File: src/sv/msm_pkg.sv
`default_nettype none

package msm_pkg;

  // Fixed field widths.
  localparam int CodeW    = 12;
  localparam int SlotW    = 2;
  localparam int ThreshW  = 48;
  localparam int EnableW  = 4;
  localparam int CfgIdxW  = 3;
  localparam int CfgDataW = 48;

  // Default sizing of the per-slot storage.
  localparam int DefSlotCount    = 4;
  localparam int DefHistoryDepth = 16;

  // Configuration register reset values.
  localparam logic [ThreshW-1:0] LowThreshReset  = '0;
  localparam logic [ThreshW-1:0] HighThreshReset = '1;
  localparam logic [CodeW-1:0]   ChangeThrReset  = CodeW'(16);
  localparam logic [EnableW-1:0] EnableReset     = '0;
  localparam logic [CodeW-1:0]   FullScale       = '1;

  typedef enum logic [CfgIdxW-1:0] {
    CFG_LOW_THRESH  = 3'd0,
    CFG_HIGH_THRESH = 3'd1,
    CFG_CHANGE_THR  = 3'd2,
    CFG_CHAN_ENABLE = 3'd3
  } cfg_reg_e;

  typedef enum logic [2:0] {
    ST_IDLE,
    ST_READ,
    ST_UPDATE,
    ST_DIVIDE,
    ST_OUTPUT
  } ctrl_state_e;

  // Commands from the controller to the datapath.
  typedef struct packed {
    logic capture;
    logic mem_read;
    logic update;
    logic out_load;
  } ctrl_cmd_t;

  // Status from the datapath to the controller.
  typedef struct packed {
    logic item_ok;
    logic div_done;
    logic out_free;
  } dp_status_t;

  typedef struct packed {
    logic [SlotW-1:0] result_slot;
    logic [CodeW-1:0] current_code;
    logic [CodeW-1:0] minimum_code;
    logic [CodeW-1:0] maximum_code;
    logic [CodeW-1:0] average_code;
    logic [CodeW-1:0] change_size;
    logic             changed;
    logic             above_high;
    logic             below_low;
  } result_t;

endpackage

`default_nettype wire

File: src/sv/msm_sample_if.sv
`default_nettype none

interface msm_sample_if import msm_pkg::*; ();
  logic             valid;
  logic             ready;
  logic [SlotW-1:0] slot;
  logic [CodeW-1:0] sample_code;

  modport source (output valid, output slot, output sample_code, input ready);
  modport sink   (input valid, input slot, input sample_code, output ready);
endinterface

`default_nettype wire

File: src/sv/msm_result_if.sv
`default_nettype none

interface msm_result_if import msm_pkg::*; ();
  logic             valid;
  logic             ready;
  logic [SlotW-1:0] result_slot;
  logic [CodeW-1:0] current_code;
  logic [CodeW-1:0] minimum_code;
  logic [CodeW-1:0] maximum_code;
  logic [CodeW-1:0] average_code;
  logic [CodeW-1:0] change_size;
  logic             changed;
  logic             above_high;
  logic             below_low;

  modport source (
    output valid, output result_slot, output current_code, output minimum_code,
    output maximum_code, output average_code, output change_size, output changed,
    output above_high, output below_low, input ready
  );
  modport sink (
    input valid, input result_slot, input current_code, input minimum_code,
    input maximum_code, input average_code, input change_size, input changed,
    input above_high, input below_low, output ready
  );
endinterface

`default_nettype wire

File: src/sv/msm_div.sv
`default_nettype none

// Restoring divider, one quotient bit per cycle.
module msm_div #(
  parameter int DividendW = 17,
  parameter int DivisorW  = 5
) (
  input  wire logic                 clk_i,
  input  wire logic                 rst_ni,
  input  wire logic                 start_i,
  input  wire logic [DividendW-1:0] dividend_i,
  input  wire logic [DivisorW-1:0]  divisor_i,
  output logic                      busy_o,
  output logic [DividendW-1:0]      quotient_o
);

  localparam int CntW = $clog2(DividendW + 1);

  logic                 busy_q, busy_d;
  logic [CntW-1:0]      cnt_q, cnt_d;
  logic [DividendW-1:0] quo_q, quo_d;
  logic [DivisorW-1:0]  rem_q, rem_d;
  logic [DivisorW-1:0]  dsr_q, dsr_d;
  logic [DivisorW:0]    rem_shift;
  logic [DivisorW:0]    rem_sub;
  logic                 fits;

  always_comb begin
    rem_shift = {rem_q, quo_q[DividendW-1]};
    rem_sub   = rem_shift - {1'b0, dsr_q};
    fits      = rem_shift >= {1'b0, dsr_q};
    busy_d    = busy_q;
    cnt_d     = cnt_q;
    quo_d     = quo_q;
    rem_d     = rem_q;
    dsr_d     = dsr_q;
    if (start_i) begin
      busy_d = 1'b1;
      cnt_d  = CntW'(DividendW);
      quo_d  = dividend_i;
      rem_d  = '0;
      dsr_d  = divisor_i;
    end else if (busy_q) begin
      quo_d = {quo_q[DividendW-2:0], fits};
      rem_d = fits ? rem_sub[DivisorW-1:0] : rem_shift[DivisorW-1:0];
      cnt_d = cnt_q - CntW'(1);
      if (cnt_q == CntW'(1)) begin
        busy_d = 1'b0;
      end
    end
  end

  always_ff @(posedge clk_i or negedge rst_ni) begin
    if (!rst_ni) begin
      busy_q <= 1'b0;
      cnt_q  <= '0;
    end else begin
      busy_q <= busy_d;
      cnt_q  <= cnt_d;
    end
  end

  always_ff @(posedge clk_i) begin
    quo_q <= quo_d;
    rem_q <= rem_d;
    dsr_q <= dsr_d;
  end

  assign busy_o     = busy_q;
  assign quotient_o = quo_q;

endmodule

`default_nettype wire

File: src/sv/msm_datapath.sv
`default_nettype none

module msm_datapath import msm_pkg::*; #(
  parameter int SLOT_COUNT    = DefSlotCount,
  parameter int HISTORY_DEPTH = DefHistoryDepth
) (
  input  wire logic                clk_i,
  input  wire logic                rst_ni,
  input  wire logic                cfg_we_i,
  input  wire logic [CfgIdxW-1:0]  cfg_index_i,
  input  wire logic [CfgDataW-1:0] cfg_wdata_i,
  input  wire logic [SlotW-1:0]    in_slot_i,
  input  wire logic [CodeW-1:0]    in_code_i,
  input  wire logic                out_ready_i,
  input  wire ctrl_cmd_t           cmd_i,
  output dp_status_t               status_o,
  output logic                     out_valid_o,
  output result_t                  result_o
);

  localparam int SlotIdxW = (SLOT_COUNT > 1) ? $clog2(SLOT_COUNT) : 1;
  localparam int PosW     = (HISTORY_DEPTH > 1) ? $clog2(HISTORY_DEPTH) : 1;
  localparam int FillW    = $clog2(HISTORY_DEPTH + 1);
  localparam int SumW     = CodeW + FillW;
  localparam int AddrW    = SlotIdxW + PosW;
  localparam int MemDepth = 1 << AddrW;

  // Configuration registers.
  logic [ThreshW-1:0] low_thr_q, high_thr_q;
  logic [CodeW-1:0]   change_thr_q;
  logic [EnableW-1:0] enable_q;

  always_ff @(posedge clk_i or negedge rst_ni) begin
    if (!rst_ni) begin
      low_thr_q    <= LowThreshReset;
      high_thr_q   <= HighThreshReset;
      change_thr_q <= ChangeThrReset;
      enable_q     <= EnableReset;
    end else if (cfg_we_i) begin
      case (cfg_index_i)
        CFG_LOW_THRESH:  low_thr_q    <= cfg_wdata_i[ThreshW-1:0];
        CFG_HIGH_THRESH: high_thr_q   <= cfg_wdata_i[ThreshW-1:0];
        CFG_CHANGE_THR:  change_thr_q <= cfg_wdata_i[CodeW-1:0];
        CFG_CHAN_ENABLE: enable_q     <= cfg_wdata_i[EnableW-1:0];
        default: ;
      endcase
    end
  end

  // Captured item.
  logic [SlotW-1:0]    slot_q;
  logic [CodeW-1:0]    code_q;
  logic [SlotIdxW-1:0] sidx;

  always_ff @(posedge clk_i) begin
    if (cmd_i.capture) begin
      slot_q <= in_slot_i;
      code_q <= in_code_i;
    end
  end

  assign sidx = SlotIdxW'(slot_q);

  // Per-slot state.
  logic [PosW-1:0]  pos_q   [SLOT_COUNT];
  logic [FillW-1:0] fill_q  [SLOT_COUNT];
  logic [SumW-1:0]  sum_q   [SLOT_COUNT];
  logic [CodeW-1:0] lo_q    [SLOT_COUNT];
  logic [CodeW-1:0] hi_q    [SLOT_COUNT];
  logic [CodeW-1:0] prev_q  [SLOT_COUNT];
  logic             first_q [SLOT_COUNT];

  // History memory, one ring of entries per slot.
  logic [CodeW-1:0] mem_q [MemDepth];
  logic [CodeW-1:0] mem_rdata_q;
  logic [AddrW-1:0] mem_addr;

  assign mem_addr = {sidx, pos_q[sidx]};

  always_ff @(posedge clk_i) begin
    if (cmd_i.mem_read) begin
      mem_rdata_q <= mem_q[mem_addr];
    end
    if (cmd_i.update) begin
      mem_q[mem_addr] <= code_q;
    end
  end

  // Update arithmetic for the captured item.
  logic             full;
  logic [FillW-1:0] fill_new;
  logic [SumW-1:0]  sum_new;
  logic [PosW-1:0]  pos_new;
  logic [CodeW-1:0] lo_new, hi_new, delta;
  logic             chg;
  logic [CodeW-1:0] high_code, low_code;

  always_comb begin
    full     = 32'(fill_q[sidx]) >= HISTORY_DEPTH;
    fill_new = full ? fill_q[sidx] : fill_q[sidx] + FillW'(1);
    sum_new  = sum_q[sidx] - (full ? SumW'(mem_rdata_q) : '0) + SumW'(code_q);
    pos_new  = (32'(pos_q[sidx]) == HISTORY_DEPTH - 1) ? '0 : pos_q[sidx] + PosW'(1);
    lo_new   = (code_q < lo_q[sidx]) ? code_q : lo_q[sidx];
    hi_new   = (code_q > hi_q[sidx]) ? code_q : hi_q[sidx];
    if (first_q[sidx]) begin
      delta = '0;
      chg   = 1'b0;
    end else begin
      delta = (code_q >= prev_q[sidx]) ? code_q - prev_q[sidx] : prev_q[sidx] - code_q;
      chg   = delta >= change_thr_q;
    end
    high_code = high_thr_q[slot_q*CodeW +: CodeW];
    low_code  = low_thr_q[slot_q*CodeW +: CodeW];
  end

  always_ff @(posedge clk_i or negedge rst_ni) begin
    if (!rst_ni) begin
      for (int i = 0; i < SLOT_COUNT; i++) begin
        pos_q[i]   <= '0;
        fill_q[i]  <= '0;
        sum_q[i]   <= '0;
        lo_q[i]    <= FullScale;
        hi_q[i]    <= '0;
        prev_q[i]  <= '0;
        first_q[i] <= 1'b1;
      end
    end else if (cmd_i.update) begin
      pos_q[sidx]   <= pos_new;
      fill_q[sidx]  <= fill_new;
      sum_q[sidx]   <= sum_new;
      lo_q[sidx]    <= lo_new;
      hi_q[sidx]    <= hi_new;
      prev_q[sidx]  <= code_q;
      first_q[sidx] <= 1'b0;
    end
  end

  // Mean over the filled entries.
  logic            div_busy;
  logic [SumW-1:0] quotient;

  msm_div #(
    .DividendW (SumW),
    .DivisorW  (FillW)
  ) u_div (
    .clk_i      (clk_i),
    .rst_ni     (rst_ni),
    .start_i    (cmd_i.update),
    .dividend_i (sum_new),
    .divisor_i  (fill_new),
    .busy_o     (div_busy),
    .quotient_o (quotient)
  );

  // Result fields held while the division runs.
  result_t work_q, res_q, res_d;
  logic    out_valid_q;

  always_comb begin
    res_d              = work_q;
    res_d.average_code = quotient[CodeW-1:0];
  end

  always_ff @(posedge clk_i) begin
    if (cmd_i.update) begin
      work_q.result_slot  <= slot_q;
      work_q.current_code <= code_q;
      work_q.minimum_code <= lo_new;
      work_q.maximum_code <= hi_new;
      work_q.average_code <= '0;
      work_q.change_size  <= delta;
      work_q.changed      <= chg;
      work_q.above_high   <= code_q > high_code;
      work_q.below_low    <= code_q < low_code;
    end
    if (cmd_i.out_load) begin
      res_q <= res_d;
    end
  end

  always_ff @(posedge clk_i or negedge rst_ni) begin
    if (!rst_ni) begin
      out_valid_q <= 1'b0;
    end else if (cmd_i.out_load) begin
      out_valid_q <= 1'b1;
    end else if (out_ready_i) begin
      out_valid_q <= 1'b0;
    end
  end

  assign status_o.item_ok  = (32'(in_slot_i) < SLOT_COUNT) && enable_q[in_slot_i];
  assign status_o.div_done = !div_busy;
  assign status_o.out_free = !out_valid_q || out_ready_i;
  assign out_valid_o       = out_valid_q;
  assign result_o          = res_q;

endmodule

`default_nettype wire

File: src/sv/msm_ctrl.sv
`default_nettype none

module msm_ctrl import msm_pkg::*; (
  input  wire logic       clk_i,
  input  wire logic       rst_ni,
  input  wire logic       in_valid_i,
  output logic            in_ready_o,
  input  wire dp_status_t status_i,
  output ctrl_cmd_t       cmd_o
);

  ctrl_state_e state_q, state_d;
  logic        accept;

  assign accept = in_valid_i && (state_q == ST_IDLE);

  always_comb begin
    state_d = state_q;
    case (state_q)
      ST_IDLE: begin
        if (accept && status_i.item_ok) begin
          state_d = ST_READ;
        end
      end
      ST_READ:   state_d = ST_UPDATE;
      ST_UPDATE: state_d = ST_DIVIDE;
      ST_DIVIDE: begin
        if (status_i.div_done) begin
          state_d = ST_OUTPUT;
        end
      end
      ST_OUTPUT: begin
        if (status_i.out_free) begin
          state_d = ST_IDLE;
        end
      end
      default: state_d = ST_IDLE;
    endcase
  end

  always_comb begin
    in_ready_o = 1'b0;
    cmd_o      = '0;
    case (state_q)
      ST_IDLE: begin
        in_ready_o    = 1'b1;
        cmd_o.capture = accept && status_i.item_ok;
      end
      ST_READ:   cmd_o.mem_read = 1'b1;
      ST_UPDATE: cmd_o.update   = 1'b1;
      ST_DIVIDE: ;
      ST_OUTPUT: cmd_o.out_load = status_i.out_free;
      default: ;
    endcase
  end

  always_ff @(posedge clk_i or negedge rst_ni) begin
    if (!rst_ni) begin
      state_q <= ST_IDLE;
    end else begin
      state_q <= state_d;
    end
  end

endmodule

`default_nettype wire

File: src/sv/multichannel_sample_monitor_unit.sv
// Channel  | Direction | Carries
// sample_i | in        | slot, sample_code
// result_o | out       | slot, code, minimum, maximum, average, change, flags
// cfg_*_i  | in        | register index and write data, no read-back
//
// An enabled sample passes from its transfer through capture, the history read,
// the state update, the serial divider that forms the mean as a W-bit quotient,
// where W = 12 + clog2(HISTORY_DEPTH + 1), and the output load that registers
// its result. Samples for disabled slots are dropped in the cycle they arrive.
// Reset is asynchronous and active low; the history memory needs no clearing.
// A held result blocks only the finishing step of the next sample.
`default_nettype none

module multichannel_sample_monitor_unit import msm_pkg::*; #(
  parameter int SLOT_COUNT    = DefSlotCount,
  parameter int HISTORY_DEPTH = DefHistoryDepth
) (
  input  wire logic                clk_i,
  input  wire logic                rst_ni,
  input  wire logic                cfg_we_i,
  input  wire logic [CfgIdxW-1:0]  cfg_index_i,
  input  wire logic [CfgDataW-1:0] cfg_wdata_i,
  msm_sample_if.sink               sample_i,
  msm_result_if.source             result_o
);

  // The controller sequences each enabled sample through a history read, the state
  // update, the division and the output load; the datapath owns all storage.
  ctrl_cmd_t  cmd;
  dp_status_t status;
  result_t    result;
  logic       out_valid;

  msm_ctrl u_ctrl (
    .clk_i      (clk_i),
    .rst_ni     (rst_ni),
    .in_valid_i (sample_i.valid),
    .in_ready_o (sample_i.ready),
    .status_i   (status),
    .cmd_o      (cmd)
  );

  msm_datapath #(
    .SLOT_COUNT    (SLOT_COUNT),
    .HISTORY_DEPTH (HISTORY_DEPTH)
  ) u_datapath (
    .clk_i       (clk_i),
    .rst_ni      (rst_ni),
    .cfg_we_i    (cfg_we_i),
    .cfg_index_i (cfg_index_i),
    .cfg_wdata_i (cfg_wdata_i),
    .in_slot_i   (sample_i.slot),
    .in_code_i   (sample_i.sample_code),
    .out_ready_i (result_o.ready),
    .cmd_i       (cmd),
    .status_o    (status),
    .out_valid_o (out_valid),
    .result_o    (result)
  );

  // The output register drives the result channel directly, so each transfer
  // there frees it for the next sample.
  assign result_o.valid        = out_valid;
  assign result_o.result_slot  = result.result_slot;
  assign result_o.current_code = result.current_code;
  assign result_o.minimum_code = result.minimum_code;
  assign result_o.maximum_code = result.maximum_code;
  assign result_o.average_code = result.average_code;
  assign result_o.change_size  = result.change_size;
  assign result_o.changed      = result.changed;
  assign result_o.above_high   = result.above_high;
  assign result_o.below_low    = result.below_low;

endmodule

`default_nettype wire
File: src/flat_wrapper.sv
// flat-port wrapper written by rule: the top's interface ports become plain ports
module multichannel_sample_monitor_unit_flat import msm_pkg::*;
#(
  parameter int SLOT_COUNT    = DefSlotCount,
  parameter int HISTORY_DEPTH = DefHistoryDepth
)
  (clk_i, rst_ni, cfg_we_i, cfg_index_i, cfg_wdata_i, sample_i_valid, sample_i_slot, sample_i_sample_code, sample_i_ready, result_o_valid, result_o_result_slot, result_o_current_code, result_o_minimum_code, result_o_maximum_code, result_o_average_code, result_o_change_size, result_o_changed, result_o_above_high, result_o_below_low, result_o_ready);
  msm_sample_if sample_i_i ();
  msm_result_if result_o_i ();
  input  wire logic clk_i;
  input  wire logic rst_ni;
  input  wire logic cfg_we_i;
  input  wire logic [CfgIdxW-1:0] cfg_index_i;
  input  wire logic [CfgDataW-1:0] cfg_wdata_i;
  input wire logic [$bits(sample_i_i.valid)-1:0] sample_i_valid;
  input wire logic [$bits(sample_i_i.slot)-1:0] sample_i_slot;
  input wire logic [$bits(sample_i_i.sample_code)-1:0] sample_i_sample_code;
  output wire logic [$bits(sample_i_i.ready)-1:0] sample_i_ready;
  output wire logic [$bits(result_o_i.valid)-1:0] result_o_valid;
  output wire logic [$bits(result_o_i.result_slot)-1:0] result_o_result_slot;
  output wire logic [$bits(result_o_i.current_code)-1:0] result_o_current_code;
  output wire logic [$bits(result_o_i.minimum_code)-1:0] result_o_minimum_code;
  output wire logic [$bits(result_o_i.maximum_code)-1:0] result_o_maximum_code;
  output wire logic [$bits(result_o_i.average_code)-1:0] result_o_average_code;
  output wire logic [$bits(result_o_i.change_size)-1:0] result_o_change_size;
  output wire logic [$bits(result_o_i.changed)-1:0] result_o_changed;
  output wire logic [$bits(result_o_i.above_high)-1:0] result_o_above_high;
  output wire logic [$bits(result_o_i.below_low)-1:0] result_o_below_low;
  input wire logic [$bits(result_o_i.ready)-1:0] result_o_ready;
  assign sample_i_i.valid = sample_i_valid;
  assign sample_i_i.slot = sample_i_slot;
  assign sample_i_i.sample_code = sample_i_sample_code;
  assign sample_i_ready = sample_i_i.ready;
  assign result_o_valid = result_o_i.valid;
  assign result_o_result_slot = result_o_i.result_slot;
  assign result_o_current_code = result_o_i.current_code;
  assign result_o_minimum_code = result_o_i.minimum_code;
  assign result_o_maximum_code = result_o_i.maximum_code;
  assign result_o_average_code = result_o_i.average_code;
  assign result_o_change_size = result_o_i.change_size;
  assign result_o_changed = result_o_i.changed;
  assign result_o_above_high = result_o_i.above_high;
  assign result_o_below_low = result_o_i.below_low;
  assign result_o_i.ready = result_o_ready;
  multichannel_sample_monitor_unit #(.SLOT_COUNT(SLOT_COUNT), .HISTORY_DEPTH(HISTORY_DEPTH)) u_core (.clk_i(clk_i), .rst_ni(rst_ni), .cfg_we_i(cfg_we_i), .cfg_index_i(cfg_index_i), .cfg_wdata_i(cfg_wdata_i), .sample_i(sample_i_i), .result_o(result_o_i));
endmodule
File: config.mk
export PLATFORM = sky130hd
export DESIGN_NAME = multichannel_sample_monitor_unit_flat
export DESIGN_NICKNAME = d
export VERILOG_FILES = /design/src/sv/msm_pkg.sv /design/src/sv/msm_sample_if.sv /design/src/sv/msm_result_if.sv /design/src/sv/msm_div.sv /design/src/sv/msm_datapath.sv /design/src/sv/msm_ctrl.sv /design/src/sv/multichannel_sample_monitor_unit.sv /design/src/flat_wrapper.sv
export SDC_FILE = /design/constraint.sdc
export NUM_CORES = 2
export LEC_CHECK = 0
export ABC_AREA = 1
export BUFFER_PORTS_ARGS = -buffer_cell sky130_fd_sc_hd__buf_2
export CORE_AREA = 2 2 312 314
export CTS_CLUSTER_DIAMETER = 30
export CTS_CLUSTER_SIZE = 12
export DETAILED_ROUTE_END_ITERATION = 8
export DIE_AREA = 0 0 314 316
export PLACE_DENSITY = 0.77
export SYNTH_ARGS = -nofsm -noshare
export SYNTH_HDL_FRONTEND = slang
export SYNTH_SLANG_ARGS = --single-unit
export TNS_END_PERCENT = 20
File: constraint.sdc
create_clock -name clk_i -period 11.35 [get_ports clk_i]
set_input_delay 2.27 -clock clk_i [delete_from_list [all_inputs] [get_ports clk_i]]
set_output_delay 2.27 -clock clk_i [all_outputs]
set_load 0.05 [all_outputs]
==> qor.csv <==
metric,value,unit
status,finished clean,
place_congestion,0.913,
r2r_setup_slack,4940,ps
synth_area,57100,µm²
die_y,316,µm
startpoint_type,flip-flop,
final_common_cell,nand2_1,
synth_fp_nets,5463,
synth_ff_type,edfxtp_1,
regArea,37600,µm²
worst_pin_slew,1360,ps
drv_cap,0,
drt_iter0_markers,5533,
final_cell_mix,"nand2_1, edfxtp_1, inv_1",
crit_arrival,6930,ps
peakVddDrop,0.182,mV
leakage,0.0276,µW
clockRootBuffer,clkbuf_16,
synthCells,5270,
yosys.area.top_type,edfxtp_1,
hold_viol,0,
hold_start,u_core.u_datapath.res_d[0],
cts_tree,yes,
cts.htree.levels,4,
cts_buffers,213,
die_area,99200,µm²
grt_pass1_wl,230000,µm
whs_path_depth,0,
track_usage,30.3,%
drc_errors,0,
tns,0,ps
cts_hold_buf,0,
fin_crit_sh,56.5,%
clock.fmax,156,MHz
drv_slew,0,
numPortBuffers,136,
slowest_stage,clkinv_1,
hold_path.class,reg2reg,
grt_max_degree,224,
synth-edff-count,934,
cp_max_fo,26,
ys_types,48,
area_growth_syn_to_layout,15.9,%
start_util,59.5,%
via_per_inst,5.91,
place_hpwl,87700,µm
period_minus_slack,6410,ps
placedCellCount,6489,
relSlewSlack,8.95,%
overflow,0,
fp.dieW,314,µm
reg2regPathDepth,25,
fin_skew,32.8,ps
worstSetupStartpoint,u_core.u_datapath.sidx[0],
synth_area_leaders,"edfxtp_1, dfrtp_1, nand2_1, dfstp_2, inv_1",
seq_area_frac_synth,65.9,%
totalPowerFinal,17300,µW
clk_pin_slew,60,ps
endpoint_kind,flip-flop,
cp.required,11870,ps
rsz0062_at_grt,false,
postCtsSetupRepairBufs,0,
wl_per_cell,21.7,µm
endpoint,u_core.u_datapath.res_d[2],
regToRegStartpoint,u_core.u_datapath.sidx[0],
cp_common_cell,nand2_1,
syn_avg_cell_area,10.8,µm²
synth.top_cell.area_share,49.1,%
instances_no_fill,6894,
clock_latency,780,ps
ctsResizeCount,0,
slowest_delay,860,ps
wl,149000,µm
synthArstFlopShare,28.5,%
synth_warnings,0,
final_core_util,69.0,%
antenna_found_initial,7,
nFillCells,6556,
ys_seq_elements,1313,
io_pins,137,
first_global_vias,40300,
final_layout_size_suffix_gt1_share,12.8,%
num_vias,40763,
final_antenna_net_count,0,
reg2reg_to,u_core.u_datapath.res_d[2],
cts_buffer_depth,3,
fp-row-count,114,
setup_violations,0,
nets,5621,
clock-sinks,1313,
multi_input_area,15900,µm²
powerDensity,260,nW/µm²
core-area,96000,µm²
dr.pass1.iters,7,
path_class,reg2reg,
==> Yosys cell counts, types with 17 or more instances <==
master       n
o21ai_1    102
nand2_1   1276
xor2_1      17
buf_1       22
buf_2       66
edfxtp_1   934
a221oi_1    59
dfstp_2    101
clkbuf_1   164
ha_1       108
o22ai_1     22
nand3_1    170
nor2_1     238
a22o_1      53
inv_1      670
o21ai_0    417
a21oi_1     83
dfrtp_1    273
nand3b_1    26
o211ai_1   309
==> critical path, delay by kind of cell, from the launching register on <==
kind | cells | cell delay [ps]
simple gates | 10 | 2070
fa+ha+maj | 3 | 850
compound gates | 6 | 1140
flops | 1 | 660
buf+inv | 6 | 1430
==> metrics by stage <==
stage,hold slack (ps),setup slack [ps],cell area (µm²)
after floorplan,400,5830,57100
after global routing,420,4510,66200
after detailed placement,405,5130,58900
after CTS,407,5090,66200
final,409,4940,66200
after global placement,401,5290,58900
==> flip-flops by register name, summed over array words and instances (netlist names), 20 cells and up <==
| name | flops |
|---|---|
| u_core.u_datapath.mem_q | 768 |
| u_core.u_datapath.lo_q | 48 |
| u_core.u_datapath.res_d | 53 |
| u_core.u_datapath.sum_q | 68 |
| u_core.u_datapath.hi_q | 48 |
| u_core.u_datapath.high_thr_q | 48 |
| u_core.u_datapath.fill_q | 20 |
| u_core.u_datapath.low_thr_q | 48 |
| u_core.u_datapath.prev_q | 48 |
| u_core.u_datapath.result_o | 65 |
==> power breakdown <==
| part | total, µW | switching (µW) | internal (µW) | leakage (µW) |
|---|---|---|---|---|
| clock | 6460 | 2350 | 4100 | 0.00353 |
| combinational | 4340 | 3100 | 1250 | 0.0110 |
| sequential | 6450 | 349 | 6100 | 0.0130 |
==> cell type report <==
class	instances	area share, %
clock inverters	154	2.44
flip-flops and latches	1313	56.8
repair buffers	206	1.86
diodes	1	0.00378
multi-input cells	3017	24.1
clock buffers	250	8.55
well taps	1276	2.41
inverters	677	3.84
==> metal layers <==
layer  routed length (µm)  track usage [%]
met5                   41                0
met4                 5640             12.8
met2                68800             47.1
met3                15300             6.44
met1                59600             42.0
==> worst min path at each step <==
stage | end | slack [ps]
detailed placement | u_core.u_datapath.result_o[32] | 400
floorplan | u_core.u_datapath.result_o[0] | 400
finish | u_core.u_datapath.result_o[0] | 410
CTS | u_core.u_datapath.result_o[0] | 410
global route | u_core.u_datapath.result_o[2] | 420
global placement | u_core.u_datapath.result_o[58] | 400
==> logic make-up after synthesis <==
| family | count (synthesis) | share of synthesized area (%) |
|---|---|---|
| buf+inv | 940 | 6.40 |
| compound gates | 1092 | 11.9 |
| xor+xnor | 26 | 0.399 |
| flops | 1313 | 65.9 |
| fa+ha+maj | 123 | 2.89 |
| simple gates | 1776 | 12.5 |
Note: power is estimated with default switching activity, not from simulation.
